[src/grct_pkg.sv]
`timescale 1ns / 1ps
`default_nettype none
package grct_pkg;

  localparam int MaxSide    = 32;
  localparam int MaxResults = 63;
  localparam int CoordW     = 24;
  localparam int SizeW      = 23;
  localparam int CountW     = 6;
  localparam int IdxW       = $clog2(MaxSide);
  localparam int TW         = 32;
  localparam int ResCntW    = $clog2(MaxResults + 1);
  // Dividend: a size of up to 23 bits shifted left by 16.
  localparam int NumW       = SizeW + 16;
  localparam int DivCntW    = $clog2(NumW + 1);
  localparam logic [TW-1:0] TOne = TW'(32'h0001_0000);
  localparam logic [TW-1:0] TMax = '1;

  typedef enum logic [2:0] {
    REG_ORIGIN_X    = 3'd0,
    REG_ORIGIN_Y    = 3'd1,
    REG_CELL_WIDTH  = 3'd2,
    REG_CELL_HEIGHT = 3'd3,
    REG_COLUMNS     = 3'd4,
    REG_ROWS        = 3'd5
  } reg_index_e;

  typedef enum logic [2:0] {
    ST_IDLE,
    ST_SETUP,
    ST_DIVIDE,
    ST_WALK,
    ST_EMIT
  } state_e;

  // Which quantity the shared divider works on.
  typedef enum logic [1:0] {
    DIV_CELL_X,
    DIV_CELL_Y,
    DIV_DT,
    DIV_T
  } div_sel_e;

  typedef struct packed {
    logic     load;      // capture the ray
    logic     div_start; // start a division
    div_sel_e div_sel;
    logic     div_axis;  // 0 x, 1 y (for DIV_DT and DIV_T)
    logic     step;      // run one traversal step
    logic     emit;      // present the current cell
  } ctrl_cmd_t;

  typedef struct packed {
    logic div_done;
    logic outside;   // start lies outside the grid
    logic finish;    // the next step would end the ray
  } ctrl_sts_t;

endpackage
`default_nettype wire

[src/grid_ray_cell_traversal.sv]
`timescale 1ns / 1ps
`default_nettype none
// Channel   Direction  Handshake                Payload
// in        input      in_valid_i / in_ready_o  start_x/y, end_x/y, segment_mode
// out       output     out_valid_o/out_ready_i  cell_x, cell_y, outside, last
// cfg       input      cfg_valid_i/cfg_ready_o  cfg_index_i, cfg_data_i
//
// A ray is taken only in idle. One radix-2 divider serves the two cell
// divisions and the four step divisions in turn, and the first cell is
// offered once all six are done; a start outside the grid gives its single
// result after the two cell divisions. Then one cell follows every cycle
// while the receiver takes them, up to 63. A held result stalls the walk,
// and the input is ready again once the last result is loaded.
// Reset sets origin 0, cell size 1.0 and a 32 by 32 grid.
module grid_ray_cell_traversal import grct_pkg::*; (
  input  wire logic                     clk_i,
  input  wire logic                     rst_ni,
  input  wire logic                     cfg_valid_i,
  output logic                          cfg_ready_o,
  input  wire logic [2:0]               cfg_index_i,
  input  wire logic [CoordW-1:0]        cfg_data_i,
  input  wire logic                     in_valid_i,
  output logic                          in_ready_o,
  input  wire logic signed [CoordW-1:0] start_x_i,
  input  wire logic signed [CoordW-1:0] start_y_i,
  input  wire logic signed [CoordW-1:0] end_x_i,
  input  wire logic signed [CoordW-1:0] end_y_i,
  input  wire logic                     segment_mode_i,
  output logic                          out_valid_o,
  input  wire logic                     out_ready_i,
  output logic [IdxW-1:0]               cell_x_o,
  output logic [IdxW-1:0]               cell_y_o,
  output logic                          outside_o,
  output logic                          last_o
);

  ctrl_cmd_t cmd;
  ctrl_sts_t sts;
  logic [IdxW-1:0] cx, cy;
  logic [IdxW-1:0] cell_x_q, cell_y_q;

  assign cfg_ready_o = 1'b1;

  grct_datapath u_dp (
    .clk_i, .rst_ni, .cfg_valid_i, .cfg_index_i, .cfg_data_i,
    .start_x_i, .start_y_i, .end_x_i, .end_y_i, .segment_mode_i,
    .cmd_i(cmd), .sts_o(sts), .cell_x_o(cx), .cell_y_o(cy)
  );

  grct_ctrl u_ctrl (
    .clk_i, .rst_ni, .in_valid_i, .in_ready_o, .out_valid_o, .out_ready_i,
    .outside_o, .last_o, .sts_i(sts), .cmd_o(cmd)
  );

  // Result cell register, loaded with each cell offered; cleared to 0 for an outside result.
  always_ff @(posedge clk_i) begin
    if (cmd.emit) begin
      cell_x_q <= cx;
      cell_y_q <= cy;
    end else if (cmd.div_sel == DIV_DT && sts.outside && !out_valid_o) begin
      cell_x_q <= '0;
      cell_y_q <= '0;
    end
  end

  assign cell_x_o = cell_x_q;
  assign cell_y_o = cell_y_q;

endmodule
`default_nettype wire

[src/grct_datapath.sv]
`timescale 1ns / 1ps
`default_nettype none
module grct_datapath import grct_pkg::*; (
  input  wire logic                     clk_i,
  input  wire logic                     rst_ni,
  input  wire logic                     cfg_valid_i,
  input  wire logic [2:0]               cfg_index_i,
  input  wire logic [CoordW-1:0]        cfg_data_i,
  input  wire logic signed [CoordW-1:0] start_x_i,
  input  wire logic signed [CoordW-1:0] start_y_i,
  input  wire logic signed [CoordW-1:0] end_x_i,
  input  wire logic signed [CoordW-1:0] end_y_i,
  input  wire logic                     segment_mode_i,
  input  ctrl_cmd_t                     cmd_i,
  output ctrl_sts_t                     sts_o,
  output logic [IdxW-1:0]               cell_x_o,
  output logic [IdxW-1:0]               cell_y_o
);

  logic signed [CoordW-1:0] origin_x_q, origin_y_q;
  logic [SizeW-1:0]  cell_w_q, cell_h_q;
  logic [CountW-1:0] cols_q, rows_q;

  // Configuration registers.
  always_ff @(posedge clk_i or negedge rst_ni) begin
    if (!rst_ni) begin
      origin_x_q <= '0;
      origin_y_q <= '0;
      cell_w_q   <= SizeW'(256);
      cell_h_q   <= SizeW'(256);
      cols_q     <= CountW'(MaxSide);
      rows_q     <= CountW'(MaxSide);
    end else if (cfg_valid_i) begin
      case (cfg_index_i)
        REG_ORIGIN_X:    origin_x_q <= cfg_data_i;
        REG_ORIGIN_Y:    origin_y_q <= cfg_data_i;
        REG_CELL_WIDTH:  cell_w_q   <= cfg_data_i[SizeW-1:0];
        REG_CELL_HEIGHT: cell_h_q   <= cfg_data_i[SizeW-1:0];
        REG_COLUMNS:     cols_q     <= cfg_data_i[CountW-1:0];
        REG_ROWS:        rows_q     <= cfg_data_i[CountW-1:0];
        default: ;
      endcase
    end
  end

  // Effective sizes and counts.
  logic [SizeW-1:0]  wid, hei;
  logic [CountW-1:0] ncol, nrow;
  assign wid  = (cell_w_q == '0) ? SizeW'(1) : cell_w_q;
  assign hei  = (cell_h_q == '0) ? SizeW'(1) : cell_h_q;
  assign ncol = (cols_q == '0) ? CountW'(1) :
                (cols_q > CountW'(MaxSide)) ? CountW'(MaxSide) : cols_q;
  assign nrow = (rows_q == '0) ? CountW'(1) :
                (rows_q > CountW'(MaxSide)) ? CountW'(MaxSide) : rows_q;

  // Ray registers: u = start - origin, v = end - start (25 bit signed).
  logic signed [CoordW:0] ux_q, uy_q, vx_q, vy_q;
  logic seg_q;
  always_ff @(posedge clk_i) begin
    if (cmd_i.load) begin
      ux_q  <= (CoordW+1)'(start_x_i) - (CoordW+1)'(origin_x_q);
      uy_q  <= (CoordW+1)'(start_y_i) - (CoordW+1)'(origin_y_q);
      vx_q  <= (CoordW+1)'(end_x_i) - (CoordW+1)'(start_x_i);
      vy_q  <= (CoordW+1)'(end_y_i) - (CoordW+1)'(start_y_i);
      seg_q <= segment_mode_i;
    end
  end

  logic [CoordW-1:0] avx, avy;
  assign avx = vx_q[CoordW] ? CoordW'(-vx_q) : vx_q[CoordW-1:0];
  assign avy = vy_q[CoordW] ? CoordW'(-vy_q) : vy_q[CoordW-1:0];

  // Shared restoring divider, one quotient bit a cycle.
  logic [NumW-1:0]    num_sel, quo_q;
  logic [CoordW-1:0]  den_sel, den_q;
  logic [CoordW:0]    rem_q;
  logic [DivCntW-1:0] dcnt_q;
  logic               dbusy_q;
  logic [SizeW-1:0]   rx_q, ry_q;
  logic [SizeW-1:0]   dsz;

  always_comb begin
    num_sel = '0;
    den_sel = '0;
    dsz     = cmd_i.div_axis ? hei : wid;
    case (cmd_i.div_sel)
      DIV_CELL_X: begin
        num_sel = NumW'(ux_q[CoordW-1:0]);
        den_sel = CoordW'(wid);
      end
      DIV_CELL_Y: begin
        num_sel = NumW'(uy_q[CoordW-1:0]);
        den_sel = CoordW'(hei);
      end
      DIV_DT: begin
        num_sel = {dsz, 16'h0000};
        den_sel = cmd_i.div_axis ? avy : avx;
      end
      DIV_T: begin
        if (!cmd_i.div_axis)
          num_sel = {(vx_q[CoordW] ? rx_q : wid - rx_q), 16'h0000};
        else
          num_sel = {(vy_q[CoordW] ? ry_q : hei - ry_q), 16'h0000};
        den_sel = cmd_i.div_axis ? avy : avx;
      end
      default: ;
    endcase
  end

  logic [CoordW:0] rem_sh, rem_sub;
  assign rem_sh  = {rem_q[CoordW-1:0], quo_q[NumW-1]};
  assign rem_sub = rem_sh - {1'b0, den_q};

  always_ff @(posedge clk_i or negedge rst_ni) begin
    if (!rst_ni) begin
      dbusy_q <= 1'b0;
      dcnt_q  <= '0;
    end else if (cmd_i.div_start) begin
      dbusy_q <= 1'b1;
      dcnt_q  <= DivCntW'(NumW);
    end else if (dbusy_q) begin
      dcnt_q <= dcnt_q - 1'b1;
      if (dcnt_q == DivCntW'(1)) dbusy_q <= 1'b0;
    end
  end

  always_ff @(posedge clk_i) begin
    if (cmd_i.div_start) begin
      quo_q <= num_sel;
      den_q <= den_sel;
      rem_q <= '0;
    end else if (dbusy_q) begin
      if (!rem_sub[CoordW]) begin
        rem_q <= rem_sub;
        quo_q <= {quo_q[NumW-2:0], 1'b1};
      end else begin
        rem_q <= rem_sh;
        quo_q <= {quo_q[NumW-2:0], 1'b0};
      end
    end
  end

  logic div_done;
  assign div_done = dbusy_q && (dcnt_q == DivCntW'(1));

  // Final quotient bit and saturation, as seen in the finishing cycle.
  logic [NumW-1:0] quo_fin;
  logic [CoordW:0] rem_fin;
  logic [TW-1:0]   quo_sat;
  assign quo_fin = {quo_q[NumW-2:0], ~rem_sub[CoordW]};
  assign rem_fin = rem_sub[CoordW] ? rem_sh : rem_sub;
  assign quo_sat = (den_q == '0 || quo_fin[NumW-1:TW] != '0) ? TMax : quo_fin[TW-1:0];

  // Traversal state.
  logic signed [CountW:0] px_q, py_q;
  logic [TW-1:0] tx_q, ty_q, dtx_q, dty_q;
  logic outside_q;
  logic signed [CountW:0] px_nx, py_nx, stopx, stopy;
  logic [TW-1:0] tx_nx, ty_nx;
  logic [TW:0]   sumx, sumy;
  logic fin, dx, dy;

  always_ff @(posedge clk_i) begin
    if (cmd_i.load) begin
      outside_q <= 1'b0;
    end else if (div_done) begin
      case (cmd_i.div_sel)
        DIV_CELL_X: begin
          rx_q <= rem_fin[SizeW-1:0];
          if (ux_q[CoordW] || quo_fin >= NumW'(ncol)) outside_q <= 1'b1;
          px_q <= (CountW+1)'(quo_fin[CountW-1:0]);
        end
        DIV_CELL_Y: begin
          ry_q <= rem_fin[SizeW-1:0];
          if (uy_q[CoordW] || quo_fin >= NumW'(nrow)) outside_q <= 1'b1;
          py_q <= (CountW+1)'(quo_fin[CountW-1:0]);
        end
        DIV_DT: begin
          if (cmd_i.div_axis) dty_q <= quo_sat;
          else                dtx_q <= quo_sat;
        end
        DIV_T: begin
          if (cmd_i.div_axis) ty_q <= quo_sat;
          else                tx_q <= quo_sat;
        end
        default: ;
      endcase
    end else if (cmd_i.step) begin
      px_q <= px_nx;
      py_q <= py_nx;
      tx_q <= tx_nx;
      ty_q <= ty_nx;
    end
  end

  // One step of the DDA.
  assign stopx = vx_q[CoordW] ? '1 : (CountW+1)'(ncol);
  assign stopy = vy_q[CoordW] ? '1 : (CountW+1)'(nrow);
  assign sumx  = {1'b0, tx_q} + {1'b0, dtx_q};
  assign sumy  = {1'b0, ty_q} + {1'b0, dty_q};

  always_comb begin
    px_nx = px_q;
    py_nx = py_q;
    tx_nx = tx_q;
    ty_nx = ty_q;
    fin   = 1'b0;
    dx    = tx_q <= ty_q;
    dy    = ty_q <= tx_q;
    if (seg_q && tx_q > TOne && ty_q > TOne) begin
      fin = 1'b1;
    end else begin
      if (dx) begin
        px_nx = vx_q[CoordW] ? px_q - 1'b1 : px_q + 1'b1;
        if (px_nx == stopx) fin = 1'b1;
        else tx_nx = sumx[TW] ? TMax : sumx[TW-1:0];
      end
      if (!fin && dy) begin
        py_nx = vy_q[CoordW] ? py_q - 1'b1 : py_q + 1'b1;
        if (py_nx == stopy) fin = 1'b1;
        else ty_nx = sumy[TW] ? TMax : sumy[TW-1:0];
      end
    end
  end

  assign sts_o.div_done = div_done;
  assign sts_o.outside  = outside_q;
  assign sts_o.finish   = fin;
  assign cell_x_o = px_q[IdxW-1:0];
  assign cell_y_o = py_q[IdxW-1:0];

endmodule
`default_nettype wire

[src/grct_ctrl.sv]
`timescale 1ns / 1ps
`default_nettype none
module grct_ctrl import grct_pkg::*; (
  input  wire logic clk_i,
  input  wire logic rst_ni,
  input  wire logic in_valid_i,
  output logic      in_ready_o,
  output logic      out_valid_o,
  input  wire logic out_ready_i,
  output logic      outside_o,
  output logic      last_o,
  input  ctrl_sts_t sts_i,
  output ctrl_cmd_t cmd_o
);

  state_e state_q, state_d;
  div_sel_e sel_q, sel_d;
  logic axis_q, axis_d;
  logic [ResCntW-1:0] n_q, n_d;
  logic out_valid_q, out_valid_d, last_q, last_d, outside_q, outside_d;

  // State register.
  always_ff @(posedge clk_i or negedge rst_ni) begin
    if (!rst_ni) begin
      state_q     <= ST_IDLE;
      sel_q       <= DIV_CELL_X;
      axis_q      <= 1'b0;
      n_q         <= '0;
      out_valid_q <= 1'b0;
      last_q      <= 1'b0;
      outside_q   <= 1'b0;
    end else begin
      state_q     <= state_d;
      sel_q       <= sel_d;
      axis_q      <= axis_d;
      n_q         <= n_d;
      out_valid_q <= out_valid_d;
      last_q      <= last_d;
      outside_q   <= outside_d;
    end
  end

  // Next state and commands.
  always_comb begin
    state_d     = state_q;
    sel_d       = sel_q;
    axis_d      = axis_q;
    n_d         = n_q;
    out_valid_d = out_valid_q;
    last_d      = last_q;
    outside_d   = outside_q;
    cmd_o       = '0;
    cmd_o.div_sel  = sel_q;
    cmd_o.div_axis = axis_q;
    in_ready_o  = 1'b0;
    case (state_q)
      ST_IDLE: begin
        in_ready_o = 1'b1;
        if (in_valid_i) begin
          cmd_o.load = 1'b1;
          sel_d      = DIV_CELL_X;
          axis_d     = 1'b0;
          n_d        = '0;
          state_d    = ST_SETUP;
        end
      end
      ST_SETUP: begin
        cmd_o.div_start = 1'b1;
        state_d         = ST_DIVIDE;
      end
      ST_DIVIDE: begin
        if (sts_i.div_done) begin
          state_d = ST_SETUP;
          case (sel_q)
            DIV_CELL_X: sel_d = DIV_CELL_Y;
            DIV_CELL_Y: sel_d = DIV_DT;
            DIV_DT: begin
              if (axis_q) begin
                sel_d  = DIV_T;
                axis_d = 1'b0;
              end else begin
                axis_d = 1'b1;
              end
            end
            DIV_T: begin
              if (axis_q) state_d = ST_EMIT;
              else axis_d = 1'b1;
            end
            default: ;
          endcase
          // After both cell divisions the outside flag is known.
          if (sel_q == DIV_CELL_Y) begin
            state_d = ST_EMIT;
          end
        end
      end
      ST_WALK: begin
        // Result register is free, or being taken; present the current cell.
        if (!out_valid_q || out_ready_i) begin
          n_d         = n_q + 1'b1;
          out_valid_d = 1'b1;
          outside_d   = 1'b0;
          last_d      = sts_i.finish || (n_q + 1'b1 >= ResCntW'(MaxResults));
          cmd_o.emit  = 1'b1;
          if (last_d) state_d = ST_IDLE;
          else cmd_o.step = 1'b1;
        end
      end
      ST_EMIT: begin
        // Reached after the cell divisions, or after the t divisions.
        if (sel_q == DIV_DT && sts_i.outside) begin
          if (!out_valid_q) begin
            out_valid_d = 1'b1;
            outside_d   = 1'b1;
            last_d      = 1'b1;
            state_d     = ST_IDLE;
          end
        end else if (sel_q == DIV_DT) begin
          state_d = ST_SETUP;
        end else begin
          state_d = ST_WALK;
        end
      end
      default: state_d = ST_IDLE;
    endcase
    if (out_valid_q && out_ready_i && !(cmd_o.emit || (outside_d && !outside_q))) begin
      out_valid_d = 1'b0;
    end
    if (out_valid_q && out_ready_i && state_q == ST_IDLE) out_valid_d = 1'b0;
  end

  assign out_valid_o = out_valid_q;
  assign outside_o   = outside_q;
  assign last_o      = last_q;

endmodule
`default_nettype wire
[config.mk]
export PLATFORM = sky130hd
export DESIGN_NAME = grid_ray_cell_traversal
export DESIGN_NICKNAME = d
export VERILOG_FILES = /design/src/grct_pkg.sv /design/src/grid_ray_cell_traversal.sv /design/src/grct_datapath.sv /design/src/grct_ctrl.sv
export SDC_FILE = /design/constraint.sdc
export NUM_CORES = 1
export LEC_CHECK = 0
export BUFFER_PORTS_ARGS = -buffer_cell sky130_fd_sc_hd__buf_2
export CORE_ASPECT_RATIO = 1.25
export CORE_UTILIZATION = 50
export CTS_CLUSTER_SIZE = 25
export DETAILED_ROUTE_END_ITERATION = 12
export PLACE_DENSITY = 0.71
export SETUP_SLACK_MARGIN = 0.05
export SLEW_MARGIN = 25
export SYNTH_ARGS = -nofsm -noshare
export SYNTH_HDL_FRONTEND = slang
export SYNTH_SLANG_ARGS = --single-unit
[constraint.sdc]
create_clock -name clk_i -period 4.6 [get_ports clk_i]
set_input_delay 0 -clock clk_i [delete_from_list [all_inputs] [get_ports clk_i]]
set_output_delay 0 -clock clk_i [all_outputs]
set_load 0.005 [all_outputs]
==> flow_summary_export.csv <==
group,metric,value,unit
outcome,status,"completed",
timing,drv_slew,0,
place,io_buffers,142,
min_path,worstHoldStart,"start_y_i[18]",
cts,cts_setup_buffers,0,
setup_path,required,4980,ps
cts,insertion_delay,640,ps
synth,synth.cell_area,35100,um2
floorplan,die_w,239,um
timing,rsz0062_at_grt,"no",
timing,layout_min_cycle_time,4310,ps
layout,final_common_cell,"edfxtp_1",
cts,cts_tree,"built",
layout,area_growth_syn_to_layout,14.7,%
global_route,overflow,0,
timing,setup_viol,0,
cts,cts_root_buf,"clkbuf_16",
cts,cts_buffer_depth,3,
floorplan,core_area,69500,um2
place,place_congestion,1.01,
cts,clkTransAtPathRegs,60,ps
synth,syn_inst,3691,
min_path,hold_path.class,"primary input to flip-flop",
route,first_pass_iters,6,
global_route,grt_usage,0.296,
timing,maxSlewHeadroom,0.377,
timing,max_freq,232,MHz
timing,fin_skew,31.5,ps
synth,avgSynthCellArea,9.50,um2
place,dpl_cell_area,36800,um2
synth,yosys.area.top_type,"edfxtp_1",
layout,final_design_area_no_fill,40200,um2
synth,synth_cell_types,99,
timing,setup_tns,0,ps
global_route,grt_pass1_wl,163,mm
floorplan,placementRows,108,
synth,synth-seq-cells,515,
layout,drive_gt1_frac,0.113,
global_route,grt_max_degree,66,
route,ant_nets,0,
route,drt_iter0_drc,2771,
setup_path,crit_path_start_kind,"flip-flop",
timing,period_share,0.937,
route,viasPerCell,5.98,
synth,ys_warn_count,0,
setup_path,criticalPathCategory,"flip-flop to flip-flop",
timing,finalHoldViolCount,0,
setup_path,crit_start,"u_dp.cell_w_q[10]",
setup_path,crit_arrival,4690,ps
synth,syn_nets,4124,
synth,synth-seq-area-share,0.416,
setup_path,path_max_fanout,5,
layout,final_cell_mix,"edfxtp_1, nand2_1, inv_1, nor2_1, ha_1",
cts,cts-htree-levels,2,
cts,cts.hold.buffers_added,158,
floorplan,initial_core_util,0.505,
synth,synth-async-reset-ratio,0.249,
cts,numCtsBuffers,54,
layout,fin_nets,4375,
floorplan,io_pins,144,
cts,cts_resized,0,
setup_path,crit-reg2reg-launch,"u_dp.cell_w_q[10]",
power,cellLeakagePower,16.0,nW
route,wl_per_cell,21.5,um
synth,yosysTopAreaCellShare,0.310,
power,p_per_area,322,nW/um2
timing,worst_pin_slew,933,ps
global_route,first_global_vias,28700,
place,hpwlAfterDp,78.5,mm
synth,synth_flop_cell,"edfxtp_1",
floorplan,die_h,298,um
flow_run,maxCapViolCount,0,
power,peakVddDrop,0.000313,V
floorplan,dieArea,71200,um2
cts,clock_sinks,515,
synth,synth.top_cells.by_area,"edfxtp_1, ha_1, dfrtp_1",
setup_path,end_kind,"flip-flop",
route,vias,29400,
synth,synth_edf_count,362,
global_route,antenna_found_initial,4,
route,drc,0,
route,wl,106,mm
-- worst max-delay path, stage by stage (launching register included) --
cell	delay (ps)
dfrtp_1	460
nor4_1	430
nand4_1	220
nor2_1	150
nor2_1	70
ha_1	240
inv_1	70
ha_1	140
nor2_1	50
a21oi_1	270
a2111oi_1	120
o41ai_2	490
a31o_2	280
a31oi_1	170
o21ai_2	290
nand2b_1	90
a31oi_1	180
o21ai_1	160
buf_4	170
-- layout make-up --
cell class	count	area, um2
flip-flops and latches	515	14600
repair buffers	352	2730
clock inverters	33	343
diodes	1	2.50
well taps	935	1170
multi-input cells	2706	18700
fillers	5915	29200
inverters	313	1180
clock buffers	69	1520
-- registers in the layout (all words and copies together), names as in the netlist, 7 cells and up --
| signal | cells |
|---|---|
| u_dp.ry_q | 23 |
| u_dp.origin_y_q | 24 |
| u_dp.vx_q | 25 |
| u_dp.dtx_q | 32 |
| u_dp.rx_q | 23 |
| u_dp.px_q | 7 |
| u_dp.quo_q | 39 |
| u_dp.rem_q | 24 |
| u_dp.cell_w_q | 23 |
| u_dp.tx_q | 32 |
| u_dp.vy_q | 25 |
| u_dp.cell_h_q | 23 |
| u_dp.uy_q | 25 |
| u_dp.py_q | 7 |
| u_dp.den_q | 24 |
| u_dp.ty_q | 32 |
| u_dp.dty_q | 32 |
| u_dp.origin_x_q | 24 |
| u_dp.ux_q | 25 |
-- stage by stage --
stage	hold slack [ps]	utilization	power, mW	setup slack (ps)	instances
2_1_floorplan	-296	-	7.43	224	3691
3_3_place_gp	-19.5	0.529	8.15	433	4663
3_5_place_dp	-17.2	0.529	8.18	351	4663
4_1_cts	2.01	0.579	12.9	359	4923
5_1_grt	39.9	0.579	13.5	131	4924
6_report	26.5	0.579	13.0	290	4924
-- per-layer routing --
metal  vias to the layer above  routed length [um]  GRT usage
met3                       335                6540     0.0410
met4                         4                5910      0.148
li1                      13800                   -          -
met5                         -                  30          0
met1                     14100               42100      0.363
met2                      1201               51300      0.505
-- synth_stat cells (all sizes together), types with 41 or more instances --
| library cell | number |
|---|---|
| a21o | 73 |
| a21oi | 287 |
| clkbuf | 134 |
| dfrtp | 124 |
| edfxtp | 362 |
| ha | 294 |
| inv | 309 |
| mux2 | 83 |
| nand2 | 339 |
| nand3 | 59 |
| nor2 | 307 |
| nor3 | 52 |
| nor4 | 54 |
| o211ai | 41 |
| o21a | 51 |
| o21ai | 248 |
| or2 | 44 |
| xnor2 | 162 |
| xor2 | 93 |
-- kinds of logic (layout without fill, tap and decap cells) --
| logic type | count (synthesis) | in the layout | synth area share |
|---|---|---|---|
| AND/OR/NAND/NOR | 1049 | 1049 | 0.139 |
| AO/OA/AOI/OAI | 989 | 989 | 0.183 |
| flip-flops | 515 | 515 | 0.416 |
| buffers and inverters | 470 | 767 | 0.0523 |
| adder cells (fa/ha/maj) | 306 | 306 | 0.111 |
| XOR/XNOR | 255 | 255 | 0.0637 |
| multiplexers | 106 | 106 | 0.0348 |
| other | 1 | 2 | 0.000107 |
-- power breakdown --
part           internal, mW  switching [mW]
Clock                  2.60            1.98
Combinational          1.32            1.64
Sequential             5.24           0.185
-- final timing paths --
path | to | slack, ps | cells after the start
setup / recovery | u_dp.quo_q[38] | 290 | 18
hold / removal | u_dp.uy_q[18] | 30 | 3
setup reg to reg | u_dp.quo_q[38] | 290 | 18
hold reg to reg | u_ctrl.n_q[5] | 490 | 1
max in group asynchronous | u_dp.cell_w_q[20] | 3430 | 4
min in group asynchronous | u_dp.cell_h_q[8] | 500 | 3
Power figures use the tool's default switching activity.
